`src/hdl/assert_macros.svh`:
```
// assertion macros shared by the coverage tracker modules
// no dependencies; included by the files that carry assertions
`ifndef ASSERT_MACROS_SVH
`define ASSERT_MACROS_SVH

// property must hold on every clock edge outside reset
`define PCT_ASSERT(lbl, clk, rstn, prop) \
  lbl: assert property (@(posedge clk) disable iff (!rstn) prop) \
    else $error("pct assertion failed");

// expression must never be true outside reset
`define PCT_NEVER(lbl, clk, rstn, expr) \
  lbl: assert property (@(posedge clk) disable iff (!rstn) !(expr)) \
    else $error("pct forbidden condition seen");

`endif

```
`src/hdl/pct_pkg.sv`:
```
// types and fixed constants of the pairwise coverage tracker
// no dependencies; imported by the top, sequencer and evaluation modules
package pct_pkg;

  // fixed widths of the port fields
  localparam int NV_W    = 7;
  localparam int NEW_W   = 11;
  localparam int TOT_W   = 13;
  localparam int CNT_W   = 7;
  // one map word holds the four value combinations of one variable pair
  localparam int COMBO_W = 4;

  typedef enum logic [1:0] {
    OP_GAIN   = 2'd0,
    OP_COMMIT = 2'd1,
    OP_READ   = 2'd2,
    OP_CLEAR  = 2'd3
  } op_e;

  typedef enum logic [2:0] {
    S_IDLE,
    S_CLEAR,
    S_SCAN,
    S_READ,
    S_WAIT
  } state_e;

  typedef enum logic [1:0] {
    K_SCAN,
    K_READ,
    K_ZERO,
    K_CLEAR
  } kind_e;

  // one map access handed from the sequencer to the evaluation stage
  typedef struct packed {
    logic  valid;
    kind_e kind;
    logic  first;
    logic  last;
    logic  commit;
    logic  vi;
    logic  vj;
    logic  v_is_j;
  } probe_t;

endpackage

```
`src/hdl/pct_eval.sv`:
```
// evaluation stage: checks read map words, writes back covered bits,
// accumulates counts and holds the result word; depends on pct_pkg
module pct_eval #(
  parameter int MAX_VARS = 64,
  localparam int PAIRS  = MAX_VARS * (MAX_VARS - 1) / 2,
  localparam int ADDR_W = (PAIRS > 1) ? $clog2(PAIRS) : 1,
  localparam int FND_W  = $clog2(PAIRS + 1),
  localparam int COV_W  = $clog2(4 * PAIRS + 1),
  localparam int CNT_IW = $clog2(2 * (MAX_VARS - 1) + 1)
) (
  input  logic                          clk_i,
  input  logic                          rst_ni,
  input  logic                          cfg_clr_i,
  input  pct_pkg::probe_t               probe_i,
  input  logic [ADDR_W-1:0]             addr_i,
  input  logic [pct_pkg::COMBO_W-1:0]   rdata_i,
  output logic                          we_o,
  output logic [ADDR_W-1:0]             waddr_o,
  output logic [pct_pkg::COMBO_W-1:0]   wdata_o,
  output logic                          done_o,
  output logic [pct_pkg::NEW_W-1:0]     new_o,
  output logic [pct_pkg::TOT_W-1:0]     tot_o,
  output logic [pct_pkg::CNT_W-1:0]     pos_o,
  output logic [pct_pkg::CNT_W-1:0]     neg_o
);

  import pct_pkg::*;

  probe_t              probe_q;
  logic [ADDR_W-1:0]   addr_q;
  logic [FND_W-1:0]    found_q, found_d;
  logic [CNT_IW-1:0]   pos_q, pos_d, neg_q, neg_d;
  logic [COV_W-1:0]    cov_q, cov_d;
  logic                done_q;
  logic [NEW_W-1:0]    new_q;
  logic [TOT_W-1:0]    tot_q;
  logic [CNT_W-1:0]    rpos_q, rneg_q;

  logic [1:0]          combo;
  logic                fresh, is_scan, is_read, mark;
  logic [1:0]          pos_bits, neg_bits;
  logic [CNT_IW-1:0]   pos_inc, neg_inc;

  // probe travels alongside the ram read
  always_ff @(posedge clk_i or negedge rst_ni) begin
    if (!rst_ni) begin
      probe_q <= '0;
    end else begin
      probe_q <= probe_i;
    end
  end

  always_ff @(posedge clk_i) begin
    addr_q <= addr_i;
  end

  // pair lookup and write back
  assign combo   = {probe_q.vi, probe_q.vj};
  assign fresh   = !rdata_i[combo];
  assign is_scan = probe_q.valid && (probe_q.kind == K_SCAN);
  assign is_read = probe_q.valid && (probe_q.kind == K_READ);
  assign mark    = is_scan && probe_q.commit && fresh;
  assign we_o    = mark;
  assign waddr_o = addr_q;
  assign wdata_o = rdata_i | (COMBO_W'(1) << combo);

  // uncovered combinations of the selected variable, by polarity
  assign pos_bits = probe_q.v_is_j ? {rdata_i[3], rdata_i[1]} : {rdata_i[3], rdata_i[2]};
  assign neg_bits = probe_q.v_is_j ? {rdata_i[2], rdata_i[0]} : {rdata_i[1], rdata_i[0]};
  assign pos_inc  = CNT_IW'(!pos_bits[0]) + CNT_IW'(!pos_bits[1]);
  assign neg_inc  = CNT_IW'(!neg_bits[0]) + CNT_IW'(!neg_bits[1]);

  // accumulators; item sums restart on an item's first probe, the total is zeroed by clears
  always_comb begin
    found_d = (probe_q.first ? '0 : found_q) + FND_W'(is_scan && fresh);
    pos_d   = (probe_q.first ? '0 : pos_q) + (is_read ? pos_inc : '0);
    neg_d   = (probe_q.first ? '0 : neg_q) + (is_read ? neg_inc : '0);
    priority if (cfg_clr_i) begin
      cov_d = '0;
    end else if (probe_q.valid && probe_q.kind == K_CLEAR) begin
      cov_d = '0;
    end else if (mark) begin
      cov_d = cov_q + COV_W'(1);
    end else begin
      cov_d = cov_q;
    end
  end

  always_ff @(posedge clk_i or negedge rst_ni) begin
    if (!rst_ni) begin
      cov_q  <= '0;
      done_q <= 1'b0;
    end else begin
      cov_q  <= cov_d;
      done_q <= probe_q.valid && probe_q.last;
    end
  end

  // running sums and result word
  always_ff @(posedge clk_i) begin
    if (probe_q.valid) begin
      found_q <= found_d;
      pos_q   <= pos_d;
      neg_q   <= neg_d;
    end
    if (probe_q.valid && probe_q.last) begin
      new_q  <= NEW_W'(found_d);
      tot_q  <= TOT_W'(cov_d);
      rpos_q <= CNT_W'(pos_d);
      rneg_q <= CNT_W'(neg_d);
    end
  end

  assign done_o = done_q;
  assign new_o  = new_q;
  assign tot_o  = tot_q;
  assign pos_o  = rpos_q;
  assign neg_o  = rneg_q;

endmodule
```
`config.mk`:
```
export PLATFORM = sky130hd
export DESIGN_NAME = pct_eval
export DESIGN_NICKNAME = d
export VERILOG_FILES = /design/src/hdl/assert_macros.svh /design/src/hdl/pct_pkg.sv /design/src/hdl/pct_eval.sv
export SDC_FILE = /design/constraint.sdc
export NUM_CORES = 1
export LEC_CHECK = 0
export ABC_AREA = 1
export BUFFER_PORTS_ARGS = -buffer_cell sky130_fd_sc_hd__buf_2
export CORE_ASPECT_RATIO = 0.75
export CORE_MARGIN = 4
export CORE_UTILIZATION = 45
export DETAILED_ROUTE_END_ITERATION = 8
export GPL_TIMING_DRIVEN = 0
export PLACE_DENSITY = 0.68
export SLEW_MARGIN = 20
export SYNTH_ARGS = -nofsm -noshare
export SYNTH_HDL_FRONTEND = slang
export SYNTH_SLANG_ARGS = --single-unit
```
`constraint.sdc`:
```
create_clock -name clk_i -period 5.7 [get_ports clk_i]
set_clock_uncertainty 0.15 [all_clocks]
set_input_delay 1.425 -clock clk_i [delete_from_list [all_inputs] [get_ports clk_i]]
set_output_delay 1.425 -clock clk_i [all_outputs]
set_load 0.005 [all_outputs]
```
Word level (Yosys, flattened, before mapping)

Cells that the tools add are included.

Add/sub/neg operators: 6
$mul: 0
Divide/modulo/power cells: 0
$lt $le $gt $ge: 1
Equal/unequal tests: 2
Shift operators: 1
Multiplexer cells: 12
Bitwise logic cells: 1
Reductions and logical operators: 13

Operators with widths:

| kind                                                        | count |
|---|---|
| two-way mux 13 bit                                          | 3 |
| adder 7 x 2 -> 7 bit                                        | 2 |
| two-way mux 7 bit                                           | 2 |
| adder 13 x 1 -> 13 bit (second input constant)              | 1 |
| adder 11 x 1 -> 11 bit                                      | 1 |
| two-way mux 11 bit                                          | 1 |
| logical AND 1 bit                                           | 7 |
| two-way mux 2 bit                                           | 3 |
| logical NOT 1 bit                                           | 5 |
| adder 1 x 1 -> 2 bit                                        | 2 |
| OR 4 bit                                                    | 1 |
| << shifter 1 x 2 -> 4 bit (first input constant)            | 1 |
| less-than comparator 2 x 3 -> 1 bit (second input constant) | 1 |
| binary-select mux 1 bit (select 2 bit)                      | 1 |
| == test 2 x 1 -> 1 bit (second input constant)              | 1 |
| == test 2 bit (second input constant)                       | 1 |
| logical NOT 2 bit                                           | 1 |
| two-way mux 1 bit                                           | 2 |

Register bits after elaboration: 97
Bits in latches: 0
Bits in writable memories: 0
ROM bits: 0
Bits of input ports: 27
Output and inout bits: 55
Memories: 0

Depth between registers and ports, before layout

Gate-level depths: netlist of the first run.

Word-level depth: 7
Gate-level depth with buffers: 13
Mapped depth without buffers: 13

Least setup slack after synthesis of the first run

OpenSTA, ideal clock, no wires.

Kind: input-to-reg
Start: input rdata_i[1] (netlist name)
End: register rpos_q[6], in the netlist pos_o[6], data pin
Setup time: 263 ps
Arrival: 3,101 ps
Data required time: 5,287 ps
Setup slack: 2,186 ps
Stages on the path: 12
Path through: inv_1 > nand2_1 > o21ai_0 > ha_1 > inv_1 > nor2_1 > ha_1 > inv_1 > fa_1 > nor3_1 > nand4_1 > xor2_1

Word-level cells in the longest chain between the ends: 5

Ends and longest elaborated chain:

| element              | line            | RTL |
|---|---|---|
| from (decl)          | pct_eval.sv:16  | `input logic [pct_pkg::COMBO_W-1:0] rdata_i,` |
| two-way mux 1 bit    | pct_eval.sv:68  | `assign pos_bits = probe_q.v_is_j ? {rdata_i[3], rdata_i[1]} : {rdata_i[3], rdata_i[2]};` |
| logical NOT 1 bit    | pct_eval.sv:70  | `assign pos_inc = CNT_IW'(!pos_bits[0]) + CNT_IW'(!pos_bits[1]);` |
| adder 1 x 1 -> 2 bit | pct_eval.sv:70  |  |
| two-way mux 2 bit    | pct_eval.sv:76  | `pos_d = (probe_q.first ? '0 : pos_q) + (is_read ? pos_inc : '0);` |
| adder 7 x 2 -> 7 bit | pct_eval.sv:76  |  |
| named net pos_d[6]   | pct_eval.sv:32  | `logic [CNT_IW-1:0] pos_q, pos_d, neg_q, neg_d;` |
| to (signal assigned) | pct_eval.sv:109 | `rpos_q <= CNT_W'(pos_d);` |
| to (decl)            | pct_eval.sv:37  | `logic [CNT_W-1:0] rpos_q, rneg_q;` |

The timed path passes the listed nets, and every way through them passes these cells.
A chain may end at the register's enable or synchronous reset.

Worst setup path in the final report of the first run

Start: input rdata_i[1] (netlist name)
End: output we_o

Word-level cells in the longest chain between the ends: 4

Ends and longest elaborated chain:

| element                                 | line           | RTL |
|---|---|---|
| binary-select mux 1 bit (select 2 bit)  | pct_eval.sv:59 | `assign fresh = !rdata_i[combo];` |
| two-way mux 1 bit (implied by the code) | pct_eval.sv:59 |  |
| logical NOT 1 bit                       | pct_eval.sv:59 |  |
| logical AND 1 bit                       | pct_eval.sv:62 | `assign mark = is_scan && probe_q.commit && fresh;` |
| to (decl)                               | pct_eval.sv:17 | `output logic we_o,` |

No other way between the ends. The select of a mux whose other input is x is not followed.

==> results of run 1 <==
==> cells in the final DEF, fill, tap and decap left out, drive strengths merged <==
cell / instances
o21bai: 1
xor2: 9
nand2: 73
a21oi: 16
bufinv: 1
clkbuf: 10
fa: 2
dfxtp: 11
edfxtp: 63
nor2: 54
dfrtp: 23
clkinv: 2
nor3: 8
xnor2: 3
buf: 87
inv: 54
nand3: 24
nand4: 2
o21a: 1
o21ai: 9
ha: 9
nand3b: 1
==> critical path, cell delays in order <==
cell and delay (ns):
buf_2 0.13, nand2_1 0.05, nand2_1 0.05, nand2_1 0.09, nand2_1 0.07, nor2_2 0.18, buf_2 0.15
==> per-stage QoR <==
stage	std cells	worst slack, ns
after floorplan	365	2.186
after global placement	554	1.898
after detailed placement	555	1.847
after CTS	571	1.735
after global routing	571	1.915
final	571	1.975
==> routing by layer <==
metal	track usage [%]	up-vias	part of all wire, %
li1	-	1384	-
met1	20.92	1308	47
met2	25.66	84	45
met3	5.492	8	6.8
met4	4.271	0	0.71
met5	0	-	0
==> report_power, final <==
group / total (mW) / switching [mW] / internal, mW
combinational: 0.0885 / 0.0538 / 0.0346
clock: 0.620 / 0.271 / 0.349
sequential: 0.796 / 0.0143 / 0.782
==> cells by family after synthesis <==
kind of cell	share of synthesized area, %
xor+xnor	2.626
fa+ha+maj	3.814
simple gates	17.22
compound gates	3.501
buf+inv	5.689
flops	67.15
==> worst paths after layout <==
path                       slack (ns)          end
setup reg to reg                 2.53  found_q[10]
setup / recovery                 1.98         we_o
min in group asynchronous        0.91    cov_q[11]
hold reg to reg                  0.41    cov_q[12]
hold / removal                   0.41    cov_q[12]
max in group asynchronous        4.10   probe_q[8]
==> flip-flops by register name, summed over array words and instances (netlist names) <==
register,cells
pos_o,7
neg_q,7
new_o,11
neg_o,7
found_q,11
probe_q,7
cov_q,13
waddr_o,11
done_o,1
tot_o,13
pos_q,7
combo,2
==> final cells by class <==
cell class / count / area share, %
Buffer: 6 / 0.8201
Clock buffer: 9 / 4.613
Clock inverter: 7 / 1.743
Inverter: 50 / 3.844
Multi-Input combinational cell: 212 / 22.27
Sequential cell: 97 / 55.07
Tap cell: 108 / 2.768
Timing Repair Buffer: 82 / 8.867
==> metrics, run 1 <==
outcome=complete, no violations; setup TNS=0 ns; H-tree levels=3; Synth area leaders=edfxtp_1 (47%), dfrtp_1 (14%), nand2_1 (6.8%), dfxtp_1 (5.5%), nor2_1 (4.6%); largest area contributor in the netlist=edfxtp_1; WHS=0.4054 ns; port bufs=81; Multi-input gate area=0.001087 mm^2; number of DRC markers in iteration 0=214; Die Ht=around 90 um; end-of-flow core utilization=57.01%; Seq cells post-synth=between 90 and 100; Post-synth EDFFs=63; most instantiated cells after synthesis=nand2_1 (73), edfxtp_1 (63), nor2_1 (49); Worst Setup SP=rdata_i[1]; synthesized net count=403; P&R area growth vs syn=21.98%; final hold violations=0; Max Slew Vio Count=0; Avg Vias per Cell=4.876; nets=about 500; gr usage total=15.95%; Clock Tree Buf Depth=2; Final period util=65.35%; async set or reset register ratio after synthesis=around a quarter; VDD IR max=280.3 uV; die width=116.9 um; worst path required time=roughly 4.1 ns; most numerous cell in the Yosys netlist=nand2_1; DR vias=2784; distinct cell type count after synthesis=28; pwr/cell area=308.2 mW/mm^2; Residual DRC=0; CTS tree=done; HP Class=reg -> reg; number of max-cap violations=0; design area=slightly below 0.005 mm^2; PnR Total Power=roughly 1.5 mW; core area=0.008563 mm^2; Tmin final=3.725 ns; 1st-pass router iterations=4; Core Rows=29; hold wc startpoint=cov_q[12]; antenna-violating nets left=0; final WL=7.723 mm; Crit Path Class=in -> out; Synth Cell Area=around 0.0040 mm^2; grt total ovfl=0; placer congestion estimate=~0.83; crit-path max FO=4; storage element area=0.002689 mm^2; unrepaired setup endpoints after global routing=false; share of post-route cells with drive strength above 1=25.05%; data arrival time of the worst path=2.15 ns; relative max-transition margin=57.63%; total CTS buffers=9; worst slew pin tran=roughly 0.64 ns; CP endpoint kind=output port; Layout fillers=729; Starting Density=46.74%; largest net degree at the start of global routing=29; Syn Area/Cell=between 10 and 15 um^2; per-cell routed wire length=13.53 um; initial antenna violation count=0; worst skew pair latency=0.34 ns; CTS Root Cell=clkbuf_16; sequential element share of the synthesized area=67.15%; die area=0.01048 mm^2; post-CTS sizing=0; ant diodes=0; Reg2Reg Depth=11; first-pass GRT wire length=12.77 mm; post-synth top area share=between 40% and 50%; Clock Pin Slew Worst Setup and Hold Paths=0.07 ns; worst r2r src=probe_q[8]; number of global-route vias before repair=2703; Min-Delay Path Depth=3; LEAKAGE=2.205 nW; cells after synthesis=365; Post-CTS Hold Buffers=0; IO Count=82; postcts setup bufs=0; fmax=0.2685 GHz; Yosys warning count=0; # setup viols final=0; Startpoint Class=input pin; Top FF cell, synth=edfxtp_1; HPWL after DPL=about 5.7 mm; area post-placement=0.004571 mm^2; Sink Count=slightly below 100
No activity file was read; power rests on OpenSTA's default activity.
==> run 2: changes to the inputs <==
--- a/config.mk
+++ b/config.mk
@@ -5,14 +5,14 @@
 export SDC_FILE = /design/constraint.sdc
 export NUM_CORES = 1
 export LEC_CHECK = 0
-export ABC_AREA = 1
+export ABC_AREA = 0
 export BUFFER_PORTS_ARGS = -buffer_cell sky130_fd_sc_hd__buf_2
 export CORE_ASPECT_RATIO = 0.75
 export CORE_MARGIN = 4
 export CORE_UTILIZATION = 45
 export DETAILED_ROUTE_END_ITERATION = 8
 export GPL_TIMING_DRIVEN = 0
-export PLACE_DENSITY = 0.68
+export PLACE_DENSITY = 0.71
 export SLEW_MARGIN = 20
 export SYNTH_ARGS = -nofsm -noshare
 export SYNTH_HDL_FRONTEND = slang
==> constraint.sdc (replaced) <==
create_clock -name clk_i -period 3.1 [get_ports clk_i]
set_clock_uncertainty 0.15 [all_clocks]
set_input_delay 0.775 -clock clk_i [delete_from_list [all_inputs] [get_ports clk_i]]
set_output_delay 0.775 -clock clk_i [all_outputs]
set_load 0.005 [all_outputs]
==> metrics, run 2 <==
grt total ovfl=0; slowest CP cell=dfrtp_4; gr usage total=16.65%; LEAKAGE=1.943 nW; met1 WL=3.319 mm; Layout fillers=668; synthesized net count=311; cells after synthesis=273; Yosys warning count=0; Core Rows=28; HPWL after DPL=between 5 and 6 mm; leading cell type in the layout, fill and taps excluded=buf_2; Synth area leaders=edfxtp_1 (49%), dfrtp_1 (15%), dfxtp_1 (5.7%), ha_1 (2.9%), a21oi_1 (2.1%); final WL=7.595 mm; worst slew pin tran=0.5488 ns; H-tree levels=3; final hold violations=0; CTS tree=done; # setup viols final=0; worst path required time=2.17 ns; core area=0.008093 mm^2; 1st-pass router iterations=5; Max Slew Vio Count=0; initial antenna violation count=2; number of global-route vias before repair=2430; number of DRC markers in iteration 0=roughly 120; Syn Area/Cell=14.03 um^2; Multi-input gate area=0.001067 mm^2; setup TNS=0 ns; Clock Tree Buf Depth=2; placer congestion estimate=0.8641; Synth Cell Area=0.003830 mm^2; Starting Density=a little under half; Seq cells post-synth=97; per-cell routed wire length=15.92 um; Avg Vias per Cell=roughly 5.2; fmax=0.3393 GHz; Clock Pin Slew Worst Setup and Hold Paths=around 0.060 ns; Die Ht=87.90 um; IO Count=82; WL met3=between 600 and 700 um; port bufs=81; CTS Root Cell=clkbuf_16; most numerous cell in the Yosys netlist=edfxtp_1; HP Class=in -> async; most instantiated cells after synthesis=edfxtp_1 (63), dfrtp_1 (23), a21oi_1 (16); post-synth top area share=49.40%; Residual DRC=0; VDD IR max=412.9 uV; CP endpoint kind=output port; first-pass GRT wire length=12.42 mm; sequential element share of the synthesized area=approximately 70%; distinct cell type count after synthesis=35; R2R Setup Slk=around 0.22 ns; worst skew pair latency=0.35 ns; highest-count cells in the layout ignoring fill and taps=buf_2 (82), edfxtp_1 (63), dfrtp_1 (22), a21oi_1 (16), nand3_1 (13); Top FF cell, synth=edfxtp_1; most frequent CP cell=buf_4; nets=405; Max stage delay on crit path=between 0.5 and 0.6 ns; storage element area=0.002691 mm^2; relative max-transition margin=between 60 and 70%; Detail Route met2 WL=3.573 mm; DR vias=2469; Final period util=between 90% and 100%; Sink Count=97; ant diodes=0; die area=0.01007 mm^2; Post-synth EDFFs=63; pwr/cell area=around 560 mW/mm^2; Critical Path, Cell by Cell=nor3b_2 > o2111ai_2 > buf_4 > buf_4 > nor2_1 > buf_2; Tmin final=2.947 ns; die width=114.5 um; top sig layer=met5; Crit Path Class=reg -> out; data arrival time of the worst path=approximately 2 ns; largest area contributor in the netlist=edfxtp_1; antenna-violating nets left=0; outcome=complete, no violations; async set or reset register ratio after synthesis=23.71%; number of max-cap violations=0; end-of-flow core utilization=57.84%; share of post-route cells with drive strength above 1=between 20% and 30%; P&R area growth vs syn=22.21%; crit-path max FO=16; largest net degree at the start of global routing=24; total CTS buffers=9; Post-CTS Hold Buffers=0; Startpoint Class=register; unrepaired setup endpoints after global routing=false
-- run 2: routing by layer --
metal / vias up / GRT usage, %
li1: 1189 / -
met1: 1179 / 21.36
met2: 85 / 25.41
met3: 12 / 7.459
met4: 4 / 5.609
met5: - / 0
-- run 2: timing repair --
item,CTS,global route
hold endpoints to repair,0,0
buffers inserted,1,0
gates resized for setup,1,0
endpoints found under the setup margin,9,0
-- run 2: path summary, 6_finish.rpt --
check	from	end	cells past startpoint
setup / recovery	probe_q[8]	we_o	6
hold / removal	rst_ni	cov_q[3]	1
setup reg to reg	probe_q[8]	found_q[7]	9
hold reg to reg	cov_q[12]	cov_q[12]	2
max in group asynchronous	rst_ni	probe_q[8]	1
min in group clk_i	addr_i[9]	waddr_o[9]	1
-- run 2: stage by stage --
step	area [um^2]	instances	setup WS, ns	hold slack (ns)	power [mW]
2_1_floorplan	3830	273	0.1805	0.3294	1.558
3_3_place_gp	4367	459	-0.4300	0.3874	1.631
3_5_place_dp	4397	460	-0.04087	0.3962	1.639
4_1_cts	4681	477	0.1378	0.2729	2.650
5_1_grt	4681	477	0.03282	0.2923	2.742
6_report	4681	477	0.1529	0.2638	2.622
-- run 2: worst max-delay path: cells and delay by family (launching register included) --
kind | cells | cell delay, ns
buffers and inverters | 3 | 0.53
and+or+nand+nor | 2 | 0.32
AOI/OAI and AO/OA | 1 | 0.25
DFF | 1 | 0.56
-- run 2: kinds of logic (layout without fill, tap and decap cells) --
logic type	after synthesis	count (layout)	share of synthesized area, %
AOI/OAI and AO/OA	40	40	6.207
xor gates and xnor gates	14	14	3.202
adders and majority gates	11	11	3.986
buffers and inverters	18	117	1.992
DFF	97	97	70.17
muxes	5	5	1.307
and+or+nand+nor	88	88	13.13
-- run 2: power by group --
part / total [mW] / switching [mW] / internal (mW)
Clock: 1.01 / 0.463 / 0.545
Combinational: 0.145 / 0.0817 / 0.0634
Sequential: 1.47 / 0.0297 / 1.44
Total: 2.62 / 0.574 / 2.05
-- run 2: area by class of cell --
cell class / count / area share [%]
buffer: 7 / 0.7485
clock buffer: 10 / 4.892
clock inverter: 6 / 0.8821
inverter: 11 / 0.8821
multi-input combinational: 158 / 22.80
sequential: 97 / 57.50
tap: 105 / 2.807
timing repair buffer: 83 / 9.489
==> run 3: changes to the inputs <==
--- a/config.mk
+++ b/config.mk
@@ -7,12 +7,14 @@
 export LEC_CHECK = 0
 export ABC_AREA = 0
 export BUFFER_PORTS_ARGS = -buffer_cell sky130_fd_sc_hd__buf_2
+export CELL_PAD_IN_SITES_DETAIL_PLACEMENT = 0
+export CELL_PAD_IN_SITES_GLOBAL_PLACEMENT = 1
 export CORE_ASPECT_RATIO = 0.75
 export CORE_MARGIN = 4
-export CORE_UTILIZATION = 45
+export CORE_UTILIZATION = 39
 export DETAILED_ROUTE_END_ITERATION = 8
 export GPL_TIMING_DRIVEN = 0
-export PLACE_DENSITY = 0.71
+export PLACE_DENSITY_LB_ADDON = 0.1
 export SLEW_MARGIN = 20
 export SYNTH_ARGS = -nofsm -noshare
 export SYNTH_HDL_FRONTEND = slang
==> metrics, run 3 (synthesized netlist as in run 2, its figures left out) <==
final WL=between 7 and 8 mm; data arrival time of the worst path=1.95 ns; relative max-transition margin=60.57%; WHS=~0.28 ns; placed instance count=487; pre-CTS WS=-0.1621 ns; grt total ovfl=0; number of global-route vias before repair=2350; largest net degree at the start of global routing=28; number of max-cap violations=0; port bufs=81; Core Rows=31; Residual DRC=0; highest-count cells in the layout ignoring fill and taps=buf_2 (82), edfxtp_1 (63), dfrtp_1 (22), a21oi_1 (16), nand3_1 (13); number of DRC markers in iteration 0=203; pwr/cell area=579.8 mW/mm^2; HPWL after DPL=5.185 mm; die area=0.01149 mm^2; LEAKAGE=1.987 nW; CTS tree=done; gr usage total=roughly 14%; # setup viols final=0; VDD IR max=430.3 uV; Crit Path Class=in -> out; Post-CTS Hold Buffers=0; worst skew pair latency=0.34 ns; die width=122.4 um; Clock Pin Slew Worst Setup and Hold Paths=about 0.060 ns; setup TNS=0 ns; Startpoint Class=input pin; ant diodes=0; Max Slew Vio Count=0; fmax=0.3479 GHz; CP endpoint kind=output port; first-pass GRT wire length=~12 mm; Clock Tree Buf Depth=2; unrepaired setup endpoints after global routing=false; antenna-violating nets left=0; 1st-pass router iterations=4; IO Count=82; core area=0.009619 mm^2; initial antenna violation count=0; nets=410; Final period util=92.73%; H-tree levels=3; total CTS buffers=9; Sink Count=between 90 and 100; placer congestion estimate=0.7426; leading cell type in the layout, fill and taps excluded=buf_2; Avg Vias per Cell=around 4.8; Starting Density=approximately two fifths; end-of-flow core utilization=49.74%; Die Ht=around 94 um; P&R area growth vs syn=24.93%; HP Class=in -> async; Tmin final=about 2.9 ns; per-cell routed wire length=15.01 um; fin cells=509; share of post-route cells with drive strength above 1=29.18%; final setup margin=0.2255 ns; DR vias=approximately 2.4k; worst path required time=2.17 ns; outcome=complete, no violations; worst slew pin tran=0.5914 ns; CTS Root Cell=clkbuf_16; final hold violations=0; crit-path max FO=10
-- run 3: cell type report --
class | count | area [um^2]
Buffer | 7 | 35.03
Fill cell | 892 | 4835
Timing Repair Buffer | 88 | 474.2
Tap cell | 132 | 165.2
Sequential cell | 97 | 2691
Multi-Input combinational cell | 158 | 1067
Clock inverter | 7 | 85.08
Inverter | 11 | 41.29
Clock buffer | 9 | 225.2
-- run 3: worst paths after layout --
path                       slack [ns]  cells after the start  startpoint    endpoint
max reg2reg                      0.32                      9  probe_q[8]    new_o[5]
max                              0.23                      7  rdata_i[2]        we_o
max in group asynchronous        2.08                      1      rst_ni  probe_q[8]
min in group clk_i               0.38                      1   addr_i[1]  waddr_o[1]
min reg2reg                      0.40                      2   cov_q[12]   cov_q[12]
min                              0.28                      1      rst_ni    cov_q[4]
-- run 3: repair_timing --
action / 4_1_cts / 5_1_grt
setup buffers: 1 / 5
setup endpoints to repair: 9 / 5
resized for setup: 1 / 0
gates cloned: 0 / 0
-- run 3: metal layers --
layer | wire (um) | track usage, %
met1 | 3793 | 20.62
met2 | 3170 | 19.48
met3 | 537 | 4.937
met4 | 139 | 6.151
met5 | 0 | 0
-- run 3: through the flow --
| step | cell area (um^2) | power, mW |
|---|---|---|
| global placement | 4400 | 1.636 |
| finish | 4785 | 2.774 |
| detailed placement | 4423 | 1.641 |
| global route | 4785 | 2.885 |
| CTS | 4747 | 2.811 |
| floorplan | 3830 | 1.558 |
-- run 3: critical path, cell delays in order --
cell and delay (ns):
buf_2 0.12, mux2i_1 0.17, o2111ai_2 0.24, buf_4 0.26, buf_4 0.18, nor2_1 0.09
buf_2 0.12
-- run 3: power by group --
group	switching [mW]	total, mW	internal [mW]
registers	0.0275	1.47	1.44
logic	0.0845	0.151	0.0668
clock network	0.459	1.16	0.698
total	0.571	2.77	2.20
