File: src/hdl/assert_macros.svh
// assertion macros shared by the coverage tracker modules
// no dependencies; included by the files that carry assertions
`ifndef ASSERT_MACROS_SVH
`define ASSERT_MACROS_SVH

// property must hold on every clock edge outside reset
`define PCT_ASSERT(lbl, clk, rstn, prop) \
  lbl: assert property (@(posedge clk) disable iff (!rstn) prop) \
    else $error("pct assertion failed");

// expression must never be true outside reset
`define PCT_NEVER(lbl, clk, rstn, expr) \
  lbl: assert property (@(posedge clk) disable iff (!rstn) !(expr)) \
    else $error("pct forbidden condition seen");

`endif

File: src/hdl/pct_pkg.sv
// types and fixed constants of the pairwise coverage tracker
// no dependencies; imported by the top, sequencer and evaluation modules
package pct_pkg;

  // fixed widths of the port fields
  localparam int NV_W    = 7;
  localparam int NEW_W   = 11;
  localparam int TOT_W   = 13;
  localparam int CNT_W   = 7;
  // one map word holds the four value combinations of one variable pair
  localparam int COMBO_W = 4;

  typedef enum logic [1:0] {
    OP_GAIN   = 2'd0,
    OP_COMMIT = 2'd1,
    OP_READ   = 2'd2,
    OP_CLEAR  = 2'd3
  } op_e;

  typedef enum logic [2:0] {
    S_IDLE,
    S_CLEAR,
    S_SCAN,
    S_READ,
    S_WAIT
  } state_e;

  typedef enum logic [1:0] {
    K_SCAN,
    K_READ,
    K_ZERO,
    K_CLEAR
  } kind_e;

  // one map access handed from the sequencer to the evaluation stage
  typedef struct packed {
    logic  valid;
    kind_e kind;
    logic  first;
    logic  last;
    logic  commit;
    logic  vi;
    logic  vj;
    logic  v_is_j;
  } probe_t;

endpackage

File: src/hdl/pct_seq.sv
// sequencer: control fsm, pair and partner address walk, clearing sweep
// depends on pct_pkg and assert_macros.svh
`include "assert_macros.svh"

module pct_seq #(
  parameter int MAX_VARS = 64,
  localparam int PAIRS  = MAX_VARS * (MAX_VARS - 1) / 2,
  localparam int ADDR_W = (PAIRS > 1) ? $clog2(PAIRS) : 1,
  localparam int VAR_W  = $clog2(MAX_VARS),
  localparam int NVAR_W = $clog2(MAX_VARS + 1)
) (
  input  logic                   clk_i,
  input  logic                   rst_ni,
  input  logic                   start_i,
  input  logic [1:0]             op_i,
  input  logic [MAX_VARS-1:0]    asg_i,
  input  logic [VAR_W-1:0]       var_i,
  input  logic                   cfg_we_i,
  input  logic [pct_pkg::NV_W-1:0] cfg_wdata_i,
  input  logic                   done_i,
  output logic                   busy_o,
  output logic [ADDR_W-1:0]      addr_o,
  output logic                   clr_we_o,
  output pct_pkg::probe_t        probe_o
);

  import pct_pkg::*;

  localparam int K_W = VAR_W + 1;

  state_e                state_q, state_d;
  op_e                   op_q, op_d;
  logic [MAX_VARS-1:0]   asg_q, asg_d;
  logic [VAR_W-1:0]      var_q, var_d;
  logic [NVAR_W-1:0]     n_q, n_d;
  logic [ADDR_W-1:0]     addr_q, addr_d;
  logic [VAR_W-1:0]      i_q, i_d;
  logic [VAR_W-1:0]      j_q, j_d;
  logic                  first_q, first_d;
  logic                  clr_op_q, clr_op_d;

  logic [NVAR_W-1:0]     n_m1, n_m2, n_clamp;
  logic                  scan_row_end, scan_last;
  logic [K_W-1:0]        kp1, kn;
  logic                  k_adj, k_below, rd_last;
  logic                  sel_in_range;
  logic [ADDR_W-1:0]     rd_step;

  // clamp the written variable count into 2..MAX_VARS
  always_comb begin
    if (cfg_wdata_i < NV_W'(2)) begin
      n_clamp = NVAR_W'(2);
    end else if (cfg_wdata_i > NV_W'(MAX_VARS)) begin
      n_clamp = NVAR_W'(MAX_VARS);
    end else begin
      n_clamp = NVAR_W'(cfg_wdata_i);
    end
  end

  // pair walk: i over rows, j over partners above i
  assign n_m1         = n_q - NVAR_W'(1);
  assign n_m2         = n_q - NVAR_W'(2);
  assign scan_row_end = (NVAR_W'(j_q) == n_m1);
  assign scan_last    = scan_row_end && (NVAR_W'(i_q) == n_m2);

  // partner walk for a count read: i_q is the partner k, skipping var_q
  assign kp1     = K_W'(i_q) + K_W'(1);
  assign k_adj   = (kp1 == K_W'(var_q));
  assign kn      = k_adj ? kp1 + K_W'(1) : kp1;
  assign k_below = (i_q < var_q);
  assign rd_last = (kn >= K_W'(n_q));
  assign rd_step = k_below ?
                   ADDR_W'(n_q) - ADDR_W'(i_q) - ADDR_W'(2) + ADDR_W'(k_adj) :
                   ADDR_W'(1);
  assign sel_in_range = (NVAR_W'(var_i) < n_q);

  // state register
  always_ff @(posedge clk_i or negedge rst_ni) begin
    if (!rst_ni) begin
      state_q  <= S_CLEAR;
      n_q      <= NVAR_W'(MAX_VARS);
      addr_q   <= '0;
      first_q  <= 1'b0;
      clr_op_q <= 1'b0;
    end else begin
      state_q  <= state_d;
      n_q      <= n_d;
      addr_q   <= addr_d;
      first_q  <= first_d;
      clr_op_q <= clr_op_d;
    end
  end

  // latched item payload and walk indices
  always_ff @(posedge clk_i) begin
    op_q  <= op_d;
    asg_q <= asg_d;
    var_q <= var_d;
    i_q   <= i_d;
    j_q   <= j_d;
  end

  // next state and probe issue
  always_comb begin
    state_d  = state_q;
    op_d     = op_q;
    asg_d    = asg_q;
    var_d    = var_q;
    n_d      = n_q;
    addr_d   = addr_q;
    i_d      = i_q;
    j_d      = j_q;
    first_d  = first_q;
    clr_op_d = clr_op_q;
    clr_we_o = 1'b0;
    probe_o  = '0;
    busy_o   = (state_q != S_IDLE);

    unique case (state_q)
      S_IDLE: begin
        if (cfg_we_i) begin
          n_d      = n_clamp;
          addr_d   = '0;
          clr_op_d = 1'b0;
          state_d  = S_CLEAR;
        end else if (start_i) begin
          op_d    = op_e'(op_i);
          asg_d   = asg_i;
          var_d   = var_i;
          first_d = 1'b1;
          unique case (op_e'(op_i))
            OP_GAIN, OP_COMMIT: begin
              addr_d  = '0;
              i_d     = '0;
              j_d     = VAR_W'(1);
              state_d = S_SCAN;
            end
            OP_READ: begin
              if (!sel_in_range) begin
                // variable not in use: answer at once with zero counts
                probe_o.valid = 1'b1;
                probe_o.kind  = K_ZERO;
                probe_o.first = 1'b1;
                probe_o.last  = 1'b1;
                state_d       = S_WAIT;
              end else if (var_i == '0) begin
                i_d     = VAR_W'(1);
                addr_d  = '0;
                state_d = S_READ;
              end else begin
                i_d     = '0;
                addr_d  = ADDR_W'(var_i) - ADDR_W'(1);
                state_d = S_READ;
              end
            end
            OP_CLEAR: begin
              addr_d   = '0;
              clr_op_d = 1'b1;
              state_d  = S_CLEAR;
            end
            default: state_d = S_IDLE;
          endcase
        end
      end

      S_CLEAR: begin
        // one map word zeroed per cycle
        clr_we_o = 1'b1;
        if (addr_q == ADDR_W'(PAIRS - 1)) begin
          if (clr_op_q) begin
            probe_o.valid = 1'b1;
            probe_o.kind  = K_CLEAR;
            probe_o.first = 1'b1;
            probe_o.last  = 1'b1;
            state_d       = S_WAIT;
          end else begin
            state_d = S_IDLE;
          end
        end else begin
          addr_d = addr_q + ADDR_W'(1);
        end
      end

      S_SCAN: begin
        probe_o.valid  = 1'b1;
        probe_o.kind   = K_SCAN;
        probe_o.first  = first_q;
        probe_o.last   = scan_last;
        probe_o.commit = (op_q == OP_COMMIT);
        probe_o.vi     = asg_q[i_q];
        probe_o.vj     = asg_q[j_q];
        first_d        = 1'b0;
        addr_d         = addr_q + ADDR_W'(1);
        if (scan_last) begin
          state_d = S_WAIT;
        end else if (scan_row_end) begin
          i_d = i_q + VAR_W'(1);
          j_d = i_q + VAR_W'(2);
        end else begin
          j_d = j_q + VAR_W'(1);
        end
      end

      S_READ: begin
        probe_o.valid  = 1'b1;
        probe_o.kind   = K_READ;
        probe_o.first  = first_q;
        probe_o.last   = rd_last;
        probe_o.v_is_j = k_below;
        first_d        = 1'b0;
        addr_d         = addr_q + rd_step;
        i_d            = kn[VAR_W-1:0];
        if (rd_last) begin
          state_d = S_WAIT;
        end
      end

      S_WAIT: begin
        if (done_i) begin
          state_d = S_IDLE;
        end
      end

      default: state_d = S_IDLE;
    endcase
  end

  assign addr_o = addr_q;

  `PCT_ASSERT(a_accept_leaves_idle, clk_i, rst_ni,
    (start_i && !busy_o) |=> (state_q != S_IDLE))
  `PCT_NEVER(a_addr_in_range, clk_i, rst_ni,
    (probe_o.valid && (probe_o.kind == K_SCAN || probe_o.kind == K_READ)) &&
    (addr_q > ADDR_W'(PAIRS - 1)))

endmodule

File: config.mk
export PLATFORM = sky130hd
export DESIGN_NAME = pct_seq
export DESIGN_NICKNAME = d
export VERILOG_FILES = /design/src/hdl/pct_pkg.sv /design/src/hdl/pct_seq.sv
export VERILOG_INCLUDE_DIRS = /design/src /design/src/hdl
export SDC_FILE = /design/constraint.sdc
export NUM_CORES = 1
export LEC_CHECK = 0
export BUFFER_PORTS_ARGS = -buffer_cell sky130_fd_sc_hd__buf_2
export CORE_ASPECT_RATIO = 1.75
export CORE_MARGIN = 1
export CORE_UTILIZATION = 35
export DETAILED_ROUTE_END_ITERATION = 10
export GPL_TIMING_DRIVEN = 0
export HOLD_SLACK_MARGIN = 0.05
export SETUP_SLACK_MARGIN = 0.1
export SYNTH_ARGS = -nofsm -noshare
export SYNTH_HDL_FRONTEND = slang
export SYNTH_SLANG_ARGS = --single-unit
export TNS_END_PERCENT = 30
File: constraint.sdc
create_clock -name clk_i -period 10.87 [get_ports clk_i]
set_clock_uncertainty 0.1 [all_clocks]
set_input_delay 2.7175 -clock clk_i [delete_from_list [all_inputs] [get_ports clk_i]]
set_output_delay 2.7175 -clock clk_i [all_outputs]
set_load 0.01 [all_outputs]
=== Word level (Yosys, flattened, before mapping) ===
Index checks and enable logic that the tools add are counted.
W data, S select, Z words.

* Bits in registers: 107
* Word-level logic and storage cells: 134
* Output and inout port bits: 22
* Bits of input ports: 84

* Equality and inequality tests: 26
* Bitwise gates (word level): 1
* $add $sub $neg: 13
* Mux-type cells: 55
* Reduce and logical (&&, ||, !) cells: 22
* Order comparisons: 7

{| class="wikitable"
|+ Operators by type and width
! kind !! number
|-
| $mux W11 || 6
|-
| $mux W6 || 10
|-
| $pmux W11 S4 || 1
|-
| $mux W5 || 6
|-
| $mux W3 || 9
|-
| $pmux W6 S2 || 2
|-
| $pmux W11 S2 || 1
|-
| $mux W7 || 3
|-
| $pmux W5 S4 || 1
|-
| $ne A2 B2 Y1 const B || 9
|-
| $pmux W6 S3 || 1
|-
| $pmux W3 S5 || 1
|-
| $eq A6 B7 Y1 || 2
|-
| $lt A6 B7 Y1 const B || 2
|-
| $add A6 B1 Y6 const B || 2
|-
| $bmux W1 S6 || 2
|-
| $add A11 B1 Y11 const B || 1
|-
| $add A11 B11 Y11 || 1
|-
| $eq A11 B11 Y1 const B || 1
|-
| $add A9 B2 Y10 || 1
|-
| $mux W1 || 10
|-
| $reduce_and A5 Y1 || 2
|-
| $pmux W3 S3 || 1
|-
| $reduce_and A3 Y1 || 3
|-
| 37 further kinds || 46
|}

=== Logic depth before layout (Yosys ltp) ===
Gate-level depths: netlist of run 1.

* Depth in word-level cells: 7
* Depth in mapped cells: 24
* Depth with buffers taken out: 23

=== Least setup slack after synthesis of run 1 ===
Ideal clock, no wire load.

* Kind: input to output
* From: in var_i[1]
* To: out probe_o[5] (netlist name)
* Arrival: 4.156 ns
* Slack: 3.897 ns
* Data required time: 8.052 ns
* Cell stages on the path: 8
* Path buffers: 0
* Cells stage by stage: ha_1 a21o_1 a21o_1 a21oi_1 o31a_1 nor3_1 a31oi_1 o21ai_0

{| class="wikitable"
|+ RTL lines
! item !! line !! RTL
|-
| from (decl) || pct_seq.sv:17 || <nowiki>input logic [VAR_W-1:0] var_i,</nowiki>
|-
| to (decl) || pct_seq.sv:24 || <nowiki>output pct_pkg::probe_t probe_o</nowiki>
|}

==> results of run 1 <==
## cell usage after synthesis (3+ instances only)
master	n
a22o_1	4
o21ai_1	3
xnor2_1	39
a41oi_1	3
inv_1	35
nand3_1	9
o21bai_1	5
nand4_1	4
nor4_1	3
or2_2	5
edfxtp_1	84
mux2_2	4
mux2i_1	5
mux4_2	42
a211oi_1	9
ha_1	44
a31oi_1	3
buf_1	4
or3_1	8
o31ai_1	3
nand2_1	28
nand2b_1	15
nor3_1	15
o22ai_1	4
a21o_1	8
buf_2	7
o22a_1	3
clkbuf_1	10
o21ai_0	17
xor2_1	15
dfrtp_1	21
nor2_1	39
and2_1	5
nor2b_1	7
a21oi_1	26
## routing by layer
metal,wire length [µm],part of all wire (%),track usage [%]
met5,0,0,0
met4,584,3.4,7.74
met3,671,3.9,2.56
met2,9780,56,33.9
met1,6300,36,18.2
## flip-flops by register name (all words and copies together), names as in the netlist
signal,flops
asg_q,64
state_q,3
i_q,6
clr_op_q,1
var_q,6
n_q,7
op_q,2
j_q,6
first_q,1
addr_o,11
## worst min-delay path by stage
stage / from / end / slack [ns] / depth (start not counted)
floorplan: first_q / first_q / 0.40 / 2
global placement: first_q / first_q / 0.43 / 2
detailed placement: addr_o[8] / addr_o[8] / 0.44 / 2
CTS: addr_o[8] / addr_o[8] / 0.46 / 2
global route: addr_o[8] / addr_o[8] / 0.47 / 2
finish: addr_o[8] / addr_o[8] / 0.45 / 2
## cell type report
cell class	instances	area share, %
multi-input cells	419	45.6
flip-flops and latches	107	37.4
repair buffers	105	6.35
well taps	245	3.70
clock buffers	10	2.77
inverters	39	1.80
plain buffers	23	1.33
clock inverters	6	0.982
## stage by stage
stage	hold WS [ns]	cell area, µm²	setup slack (ns)	utilization (%)	std cells
finish	0.446	8280	2.89	41.8	954
global route	0.470	8280	2.57	41.8	954
CTS	0.456	8280	2.86	41.8	954
detailed placement	0.437	7970	3.26	40.2	938
global placement	0.431	7970	3.27	40.2	938
floorplan	0.402	7140	3.90	-	588
## power breakdown
part	internal [µW]	switching (µW)
clock	185	169
sequential	554	72.9
combinational	601	749
## critical path: cells and delay by family, from the launching register on
kind | cells | cell delay (ns)
buf+inv | 4 | 1.31
simple gates | 4 | 1.02
fa+ha+maj | 2 | 0.75
compound gates | 4 | 0.63
flops | 1 | 0.52
xor+xnor | 2 | 0.33
mux | 1 | 0.24
## cells by family (layout without fill, tap and decap cells)
kind of cell	count (synthesis)	after routing	share of synthesized area [%]
flops	107	107	43.5
fa+ha+maj	46	46	8.28
compound gates	110	110	11.2
buf+inv	62	183	3.59
mux	51	51	14.6
simple gates	155	155	11.5
xor+xnor	57	57	7.40
==> results.cfg, run 1 <==
[grt]
grt_pass1_wl_um = 27300
grt_pass1_vias = 5254
grt_start_max_net_pins = 74
track_usage_pct = 17.6
grt-ovfl-total = 0
antenna_found_initial = 0

[flow_run]
maxCapViolations = 0

[power_and_ir_drop]
p_per_area_nw_per_um2 = 281
p_leak_uw = 0.00330
peakVddDrop_uv = 95.9
total_power_uw = 2330

[timing]
slew_violations = 0
worst_pin_slew_ns = 0.989
slew_headroom_pct = 33.3
setup_viol = 0
fmax_mhz = 125
timing.final.crit_share_pct = 73.5
finalCriticalPeriod_ns = 7.98
rsz0062_at_grt = false
finalSetupTns_ns = 0
final_hold_viol_count = 0

[yosys]
synth.distinct_cells = 73
ys_seq_area_share_pct = 43.5
ys_ff_latch = 107
yosysTopAreaCell = edfxtp_1
synth_edf_count = 84
yosysWarnings = 0
ys.flop_type = edfxtp_1
synth_area_um2 = 7140
synthTopCellsByArea = edfxtp_1 35%, mux4_2 13%, ha_1 7.7%
synthCells = 588
avgSynthCellArea_um2 = 12.1
synth_nets = 718
yosysTopAreaCellShare_pct = 35.3
async_flop_share_pct = 21.5

[clock_network]
clockRootBuffer = clkbuf_16
clk_pin_slew_worst_paths_ns = 0.08
post_cts_buffers = 0
cts_inserted_buffers = 9
h-tree-depth = 3
cts_tree = built
hold_buffers = 0
cts_buffer_depth = 2
cts_resized = 0
numClockSinks = 107
clock_latency_ns = 0.36

[setup_path]
worstSetupPathType = reg2out
cp-start-kind = flip-flop
rrSetupSlack_ns = 5.12
reg2reg_from = i_q[0]
rr_worst_depth = 24
required_ns = 8.05
reg2reg_to = addr_o[10]
startpoint = i_q[0]
worstPathCellList = buf_1 -> inv_1 -> ha_1 -> xnor2_1 -> nor3_1 -> nand2_1 -> inv_2 -> nand2_1 -> or3_1 -> xor2_1 -> ha_1 -> a21oi_1 -> o21ai_0 -> a31o_2 -> mux2i_1 -> o21ai_1 -> buf_2
arrival_ns = 5.17
crit_path_max_incr_delay_ns = 0.68
slowest_stage = buf_1
worst_setup_path_end_kind = output port
path_max_fanout = 10
crit_end = probe_o[4]

[floorplanning]
dieWidth_um = 110
coreArea_um2 = 19800
rows = 68
dieArea_um2 = 21000
ios = 106
chipHeight_um = 191
start_util_pct = 36.0

[routing]
routed_via_density = 5.35
drc = 0
vias = 5104
drt_iter0_drc = 186
post_drt_wl_per_cell_um = 18.2
drt_pre_antenna_iters = 4
ant_nets = 0
drt_wl_total_um = 17300

[cells_and_area]
multi_input_area_um2 = 3780
antennaDiodeCount = 0
final_cell_mix = 112 x buf_2, 84 x edfxtp_1, 44 x ha_1
drive_above_1_share_pct = 28.1
nFillCells = 1879
layout_commonest_cell = buf_2
area_growth_pct = 16.0
regArea_um2 = 3100
nets = 834

[run_status]
outcome = finished clean

[min_path]
worstHoldPathType = reg2reg

[placed_design]
port_buffers = 105
dp_hpwl_um = 13700
routabilityCongestion = 0.850
Power figures use the tool's default switching activity.
==> inputs of run 2 (changes only) <==
- clock period: 10.87 -> 7.05 ns (I/O delays scaled with it)
==> run 2 against run 1 <==
  * Power increased by 54%
  * Design area about the same
  * Non-clock buffer count unchanged
  * Wire length barely moved
  * Critical endpoint unchanged
  * Sequential power up 54%
  * Critical path depth is the same
  * Final cell count stayed put
  * Die area stayed put
  * First-iteration DRC count down 1.1%
  * Setup slack lost 2.4 ns
  * Register-to-register slack got worse by 3.6 ns
  * Flip-flop and latch count stayed put
==> results.cfg, run 2 (synthesized netlist as in run 1, its figures left out) <==
[grt]
antenna_found_initial = 0
track_usage_pct = 17.6
grt_pass1_wl_um = 27300
grt_pass1_vias = 5254
grt-ovfl-total = 0
grt_start_max_net_pins = 74

[placed_design]
port_buffers = 105
place_ws_ns = 0.399
dp_hpwl_um = 13700
routabilityCongestion = 0.850

[routing]
drc = 0
routed_via_density = 5.36
drt_wl_total_um = 17400
vias = 5117
ant_nets = 0
drt_pre_antenna_iters = 5
drt_iter0_drc = 184
post_drt_wl_per_cell_um = 18.2

[floorplanning]
start_util_pct = 36.0
dieArea_um2 = 21000
chipHeight_um = 191
rows = 68
dieWidth_um = 110
coreArea_um2 = 19800
ios = 106

[clock_network]
cts_inserted_buffers = 9
clock_latency_ns = 0.36
cts_tree = built
cts_buffer_depth = 2
h-tree-depth = 3
clockRootBuffer = clkbuf_16
numClockSinks = 107
post_cts_buffers = 0
cts_resized = 1
clk_pin_slew_worst_paths_ns = 0.08
hold_buffers = 0

[cells_and_area]
final_cell_mix = 113 x buf_2, 84 x edfxtp_1, 44 x ha_1
nFillCells = 1879
multi_input_area_um2 = 3780
drive_above_1_share_pct = 28.2
antennaDiodeCount = 0
regArea_um2 = 3100
largest_reg_flops = 64
area_growth_pct = 16.1
nets = 834
layout_commonest_cell = buf_2
regMostFlops = asg_q

[flow_run]
maxCapViolations = 0

[power_and_ir_drop]
switching_share_pct = 42.5
p_clk_share_pct = 15.2
p_seq_share_pct = 26.9
p_int_uw = 2070
p_leak_uw = 0.00330
peakVddDrop_uv = 148
pwr-share-comb_pct = 58.0
p_switching_uw = 1530
p_per_area_nw_per_um2 = 434

[timing]
fmax_mhz = 151
final_hold_viol_count = 0
slew_headroom_pct = 33.3
setup_viol = 0
rsz0062_at_grt = false
slew_violations = 0
finalSetupTns_ns = 0
layout_setup_ws_ns = 0.436
worst_pin_slew_ns = 0.989
finalCriticalPeriod_ns = 6.61
timing.final.crit_share_pct = 93.8

[setup_path]
cp-start-kind = flip-flop
worstPathCellList = buf_2 -> inv_1 -> ha_1 -> xnor2_1 -> nor3_1 -> nand2_1 -> inv_2 -> nand2_1 -> or3_1 -> xor2_1 -> ha_1 -> a21oi_1 -> o21ai_0 -> a31o_2 -> mux2i_1 -> o21ai_1 -> buf_2
crit_path_max_incr_delay_ns = 0.52
slowest_stage = edfxtp_1
worstSetupPathType = reg2out
arrival_ns = 4.75
required_ns = 5.19
rrSetupSlack_ns = 1.57
path_max_fanout = 10
worst_setup_path_end_kind = output port

[run_status]
outcome = finished clean

[min_path]
worstHoldPathType = reg2reg
[run 2: changes by cell type in the layout (fill, tap and decap cells not counted)]
cell,before,now
buf_1,4,3
buf_2,112,113
[run 2: worst max-delay path, delay by kind of cell (launching register included)]
kind	cells	cell delay [ns]
flip-flops	1	0.52
XOR/XNOR	2	0.33
buffers and inverters	4	0.92
AO/OA/AOI/OAI	4	0.63
multiplexers	1	0.24
AND/OR/NAND/NOR	4	1.02
adder cells (fa/ha/maj)	2	0.72
[run 2: final cells by class]
cell class / count / area share (%)
inverter: 39 / 1.80
timing repair buffer: 105 / 6.35
buffer: 23 / 1.34
clock buffer: 10 / 2.76
tap: 245 / 3.70
multi-input combinational: 419 / 45.6
clock inverter: 6 / 0.982
sequential: 107 / 37.4
[run 2: metrics by stage]
stage                     power (µW)  hold WS (ns)  instance area (µm²)  instances  utilization, %
after floorplan                 2550         0.402                 7140        588               -
after global placement          3060         0.431                 7970        938            40.2
after detailed placement        3080         0.437                 7970        938            40.2
after CTS                       3630         0.456                 8280        954            41.8
after global routing            3870         0.470                 8280        954            41.8
final                           3590         0.446                 8280        954            41.8
[run 2: per-layer routing]
layer / up-vias / GRT usage [%] / wire, µm
met4: 0 / 7.74 / 584
met1: 2497 / 18.2 / 6340
met5: - / 0 / 0
met3: 32 / 2.56 / 651
li1: 2456 / - / -
met2: 132 / 33.9 / 9780
[run 2: power groups by stage]
stage               clock, µW  combinational, µW  sequential (µW)
floorplan                   0               1600              951
global placement            0               2080              983
detailed placement          0               2100              982
CTS                       553               2110              968
global route              573               2310              985
finish                    545               2080              966
[run 2: worst paths after layout]
path,startpoint,cells after the start,end
min reg2reg,addr_o[8],2,addr_o[8]
max,i_q[0],17,probe_o[4]
max reg2reg,i_q[1],20,addr_o[10]
max in group asynchronous,rst_ni,1,state_q[1]
min in group asynchronous,rst_ni,1,n_q[0]
min,addr_o[8],2,addr_o[8]
==> inputs of run 3 (changes only) <==
- REMOVE_ABC_BUFFERS: unset -> 1
==> run 3 against run 2 <==
  * Design area is 0.23% lower
  * Largest power group unchanged
  * Largest cell class unchanged
  * Sequential share of layout area up 0.085 points
  * Critical path depth down 1
  * Sequential power increased by 14%
  * Setup slack improved by 0.21 ns
==> results.cfg, run 3 (synthesized netlist as in run 1, its figures left out) <==
[timing]
slew_headroom_pct = 17.8
finalCriticalPeriod_ns = 6.40
final_hold_viol_count = 0
worst_pin_slew_ns = 1.23
rsz0062_at_grt = false
fmax_mhz = 156
timing.final.crit_share_pct = 90.8
setup_viol = 0
slew_violations = 0
finalSetupTns_ns = 0
timing.hold.ws_ns = 0.446

[routing]
drt_iter0_drc = 262
ant_nets = 0
post_drt_wl_per_cell_um = 19.3
drc = 0
drt_pre_antenna_iters = 5
vias = 5195
drt_wl_total_um = 18100
routed_via_density = 5.53

[cells_and_area]
antennaDiodeCount = 0
area_growth_pct = 15.8
nets = 819
regMostFlops = asg_q
stdcell_count = 939
drive_above_1_share_pct = 28.7
nFillCells = 1898
fin_area_um2 = 8260
layout_commonest_cell = buf_2
largest_reg_flops = 64
final_cell_mix = 105 x buf_2, 84 x edfxtp_1, 44 x ha_1

[grt]
antenna_found_initial = 0
grt-ovfl-total = 0
track_usage_pct = 18.3
grt_pass1_wl_um = 28300
grt_start_max_net_pins = 49
grt_pass1_vias = 5532

[floorplanning]
coreArea_um2 = 19800
ios = 106
dieArea_um2 = 21000
dieWidth_um = 110
start_util_pct = 36.0
rows = 68
chipHeight_um = 191

[clock_network]
cts_buffer_depth = 2
cts_inserted_buffers = 9
numClockSinks = 107
cts_tree = built
clk_pin_slew_worst_paths_ns = 0.08
h-tree-depth = 3
cts_resized = 0
clockRootBuffer = clkbuf_16
clock_latency_ns = 0.36

[power_and_ir_drop]
peakVddDrop_uv = 245
p_int_uw = 2070
p_switching_uw = 1530
p_leak_uw = 0.00329
p_seq_share_pct = 30.4
switching_share_pct = 42.5
p_per_area_nw_per_um2 = 436
pwr-share-comb_pct = 55.2
p_clk_share_pct = 14.4

[placed_design]
port_buffers = 105
dp_hpwl_um = 13900
routabilityCongestion = 0.875
dp_cells = 916
dpl-instance-area_um2 = 7880

[flow_run]
maxCapViolations = 0

[setup_path]
cp-start-kind = flip-flop
worstPathCellList = ha_1 -> nand4_1 -> xnor2_1 -> and4_1 -> nand2_1 -> inv_2 -> nand2_1 -> or3_1 -> xor2_1 -> ha_1 -> a21oi_1 -> o21ai_0 -> a31o_2 -> mux2i_1 -> o21ai_1 -> buf_2
path_max_fanout = 12
crit_path_max_incr_delay_ns = 0.83
worstSetupPathType = reg2out
worst_setup_path_end_kind = output port
required_ns = 5.19
slowest_stage = edfxtp_1
arrival_ns = 4.54

[min_path]
worstHoldPathType = reg2reg

[run_status]
outcome = finished clean
## run 3: cell types whose count changed in the layout (fill, tap and decap cells not counted), sizes merged
cell,change
inv,-3
buf,-5
clkbuf,-11
clkinv,+3
clkinvlp,+1
## run 3: layout make-up
class | instances | area [µm²] | area share (%)
inverters | 39 | 146 | 1.77
flip-flops and latches | 107 | 3100 | 37.5
clock buffers | 9 | 225 | 2.73
multi-input cells | 419 | 3780 | 45.7
clock inverters | 7 | 76.3 | 0.924
well taps | 245 | 307 | 3.71
repair buffers | 113 | 629 | 7.62
## run 3: final timing paths
check	slack [ns]	start	depth (start not counted)	to
max	0.65	i_q[2]	16	probe_o[4]
min	0.45	addr_o[9]	2	addr_o[9]
max reg2reg	1.86	i_q[3]	18	addr_o[10]
min reg2reg	0.45	addr_o[9]	2	addr_o[9]
max in group asynchronous	5.15	rst_ni	1	state_q[1]
min in group asynchronous	1.30	rst_ni	1	n_q[4]
## run 3: per-stage QoR
| stage | setup slack (ns) | power (µW) | util (%) |
|---|---|---|---|
| 6_report | 0.646 | 3600 | 41.7 |
| 5_1_grt | 0.390 | 3860 | 41.7 |
| 4_1_cts | 0.338 | 3600 | 41.3 |
| 3_5_place_dp | 0.312 | 3060 | 39.7 |
| 3_3_place_gp | 0.327 | 2990 | 39.6 |
| 2_1_floorplan | 1.40 | 2510 | - |
## run 3: routing by layer
metal | vias to the layer above | global-route usage [%] | wire length (µm)
met2 | 173 | 34.1 | 10100
met5 | - | 0 | 0
met1 | 2533 | 18.3 | 6300
met4 | 0 | 11.5 | 1040
li1 | 2427 | - | -
met3 | 62 | 2.70 | 634
## run 3: critical path, delay by kind of cell (launching register included)
kind            cells  cell delay [ns]
compound gates      4             0.63
flops               1             0.83
buf+inv             2             0.30
fa+ha+maj           2             0.67
simple gates        5             1.11
xor+xnor            2             0.39
mux                 1             0.24
## run 3: repair_timing
| action | 4_1_cts | 5_1_grt |
|---|---|---|
| pin swaps | 0 | 0 |
| endpoints found under the setup margin | 1 | 1 |
| setup buffers | 1 | 5 |
| hold buffers | 0 | 0 |
## run 3: power groups by stage
| stage | Sequential (µW) | Clock, µW | Combinational [µW] |
|---|---|---|---|
| after floorplan | 1060 | 0 | 1450 |
| after global placement | 1160 | 0 | 1830 |
| after detailed placement | 1160 | 0 | 1900 |
| after CTS | 1130 | 536 | 1940 |
| after global routing | 1130 | 556 | 2180 |
| final | 1100 | 518 | 1990 |
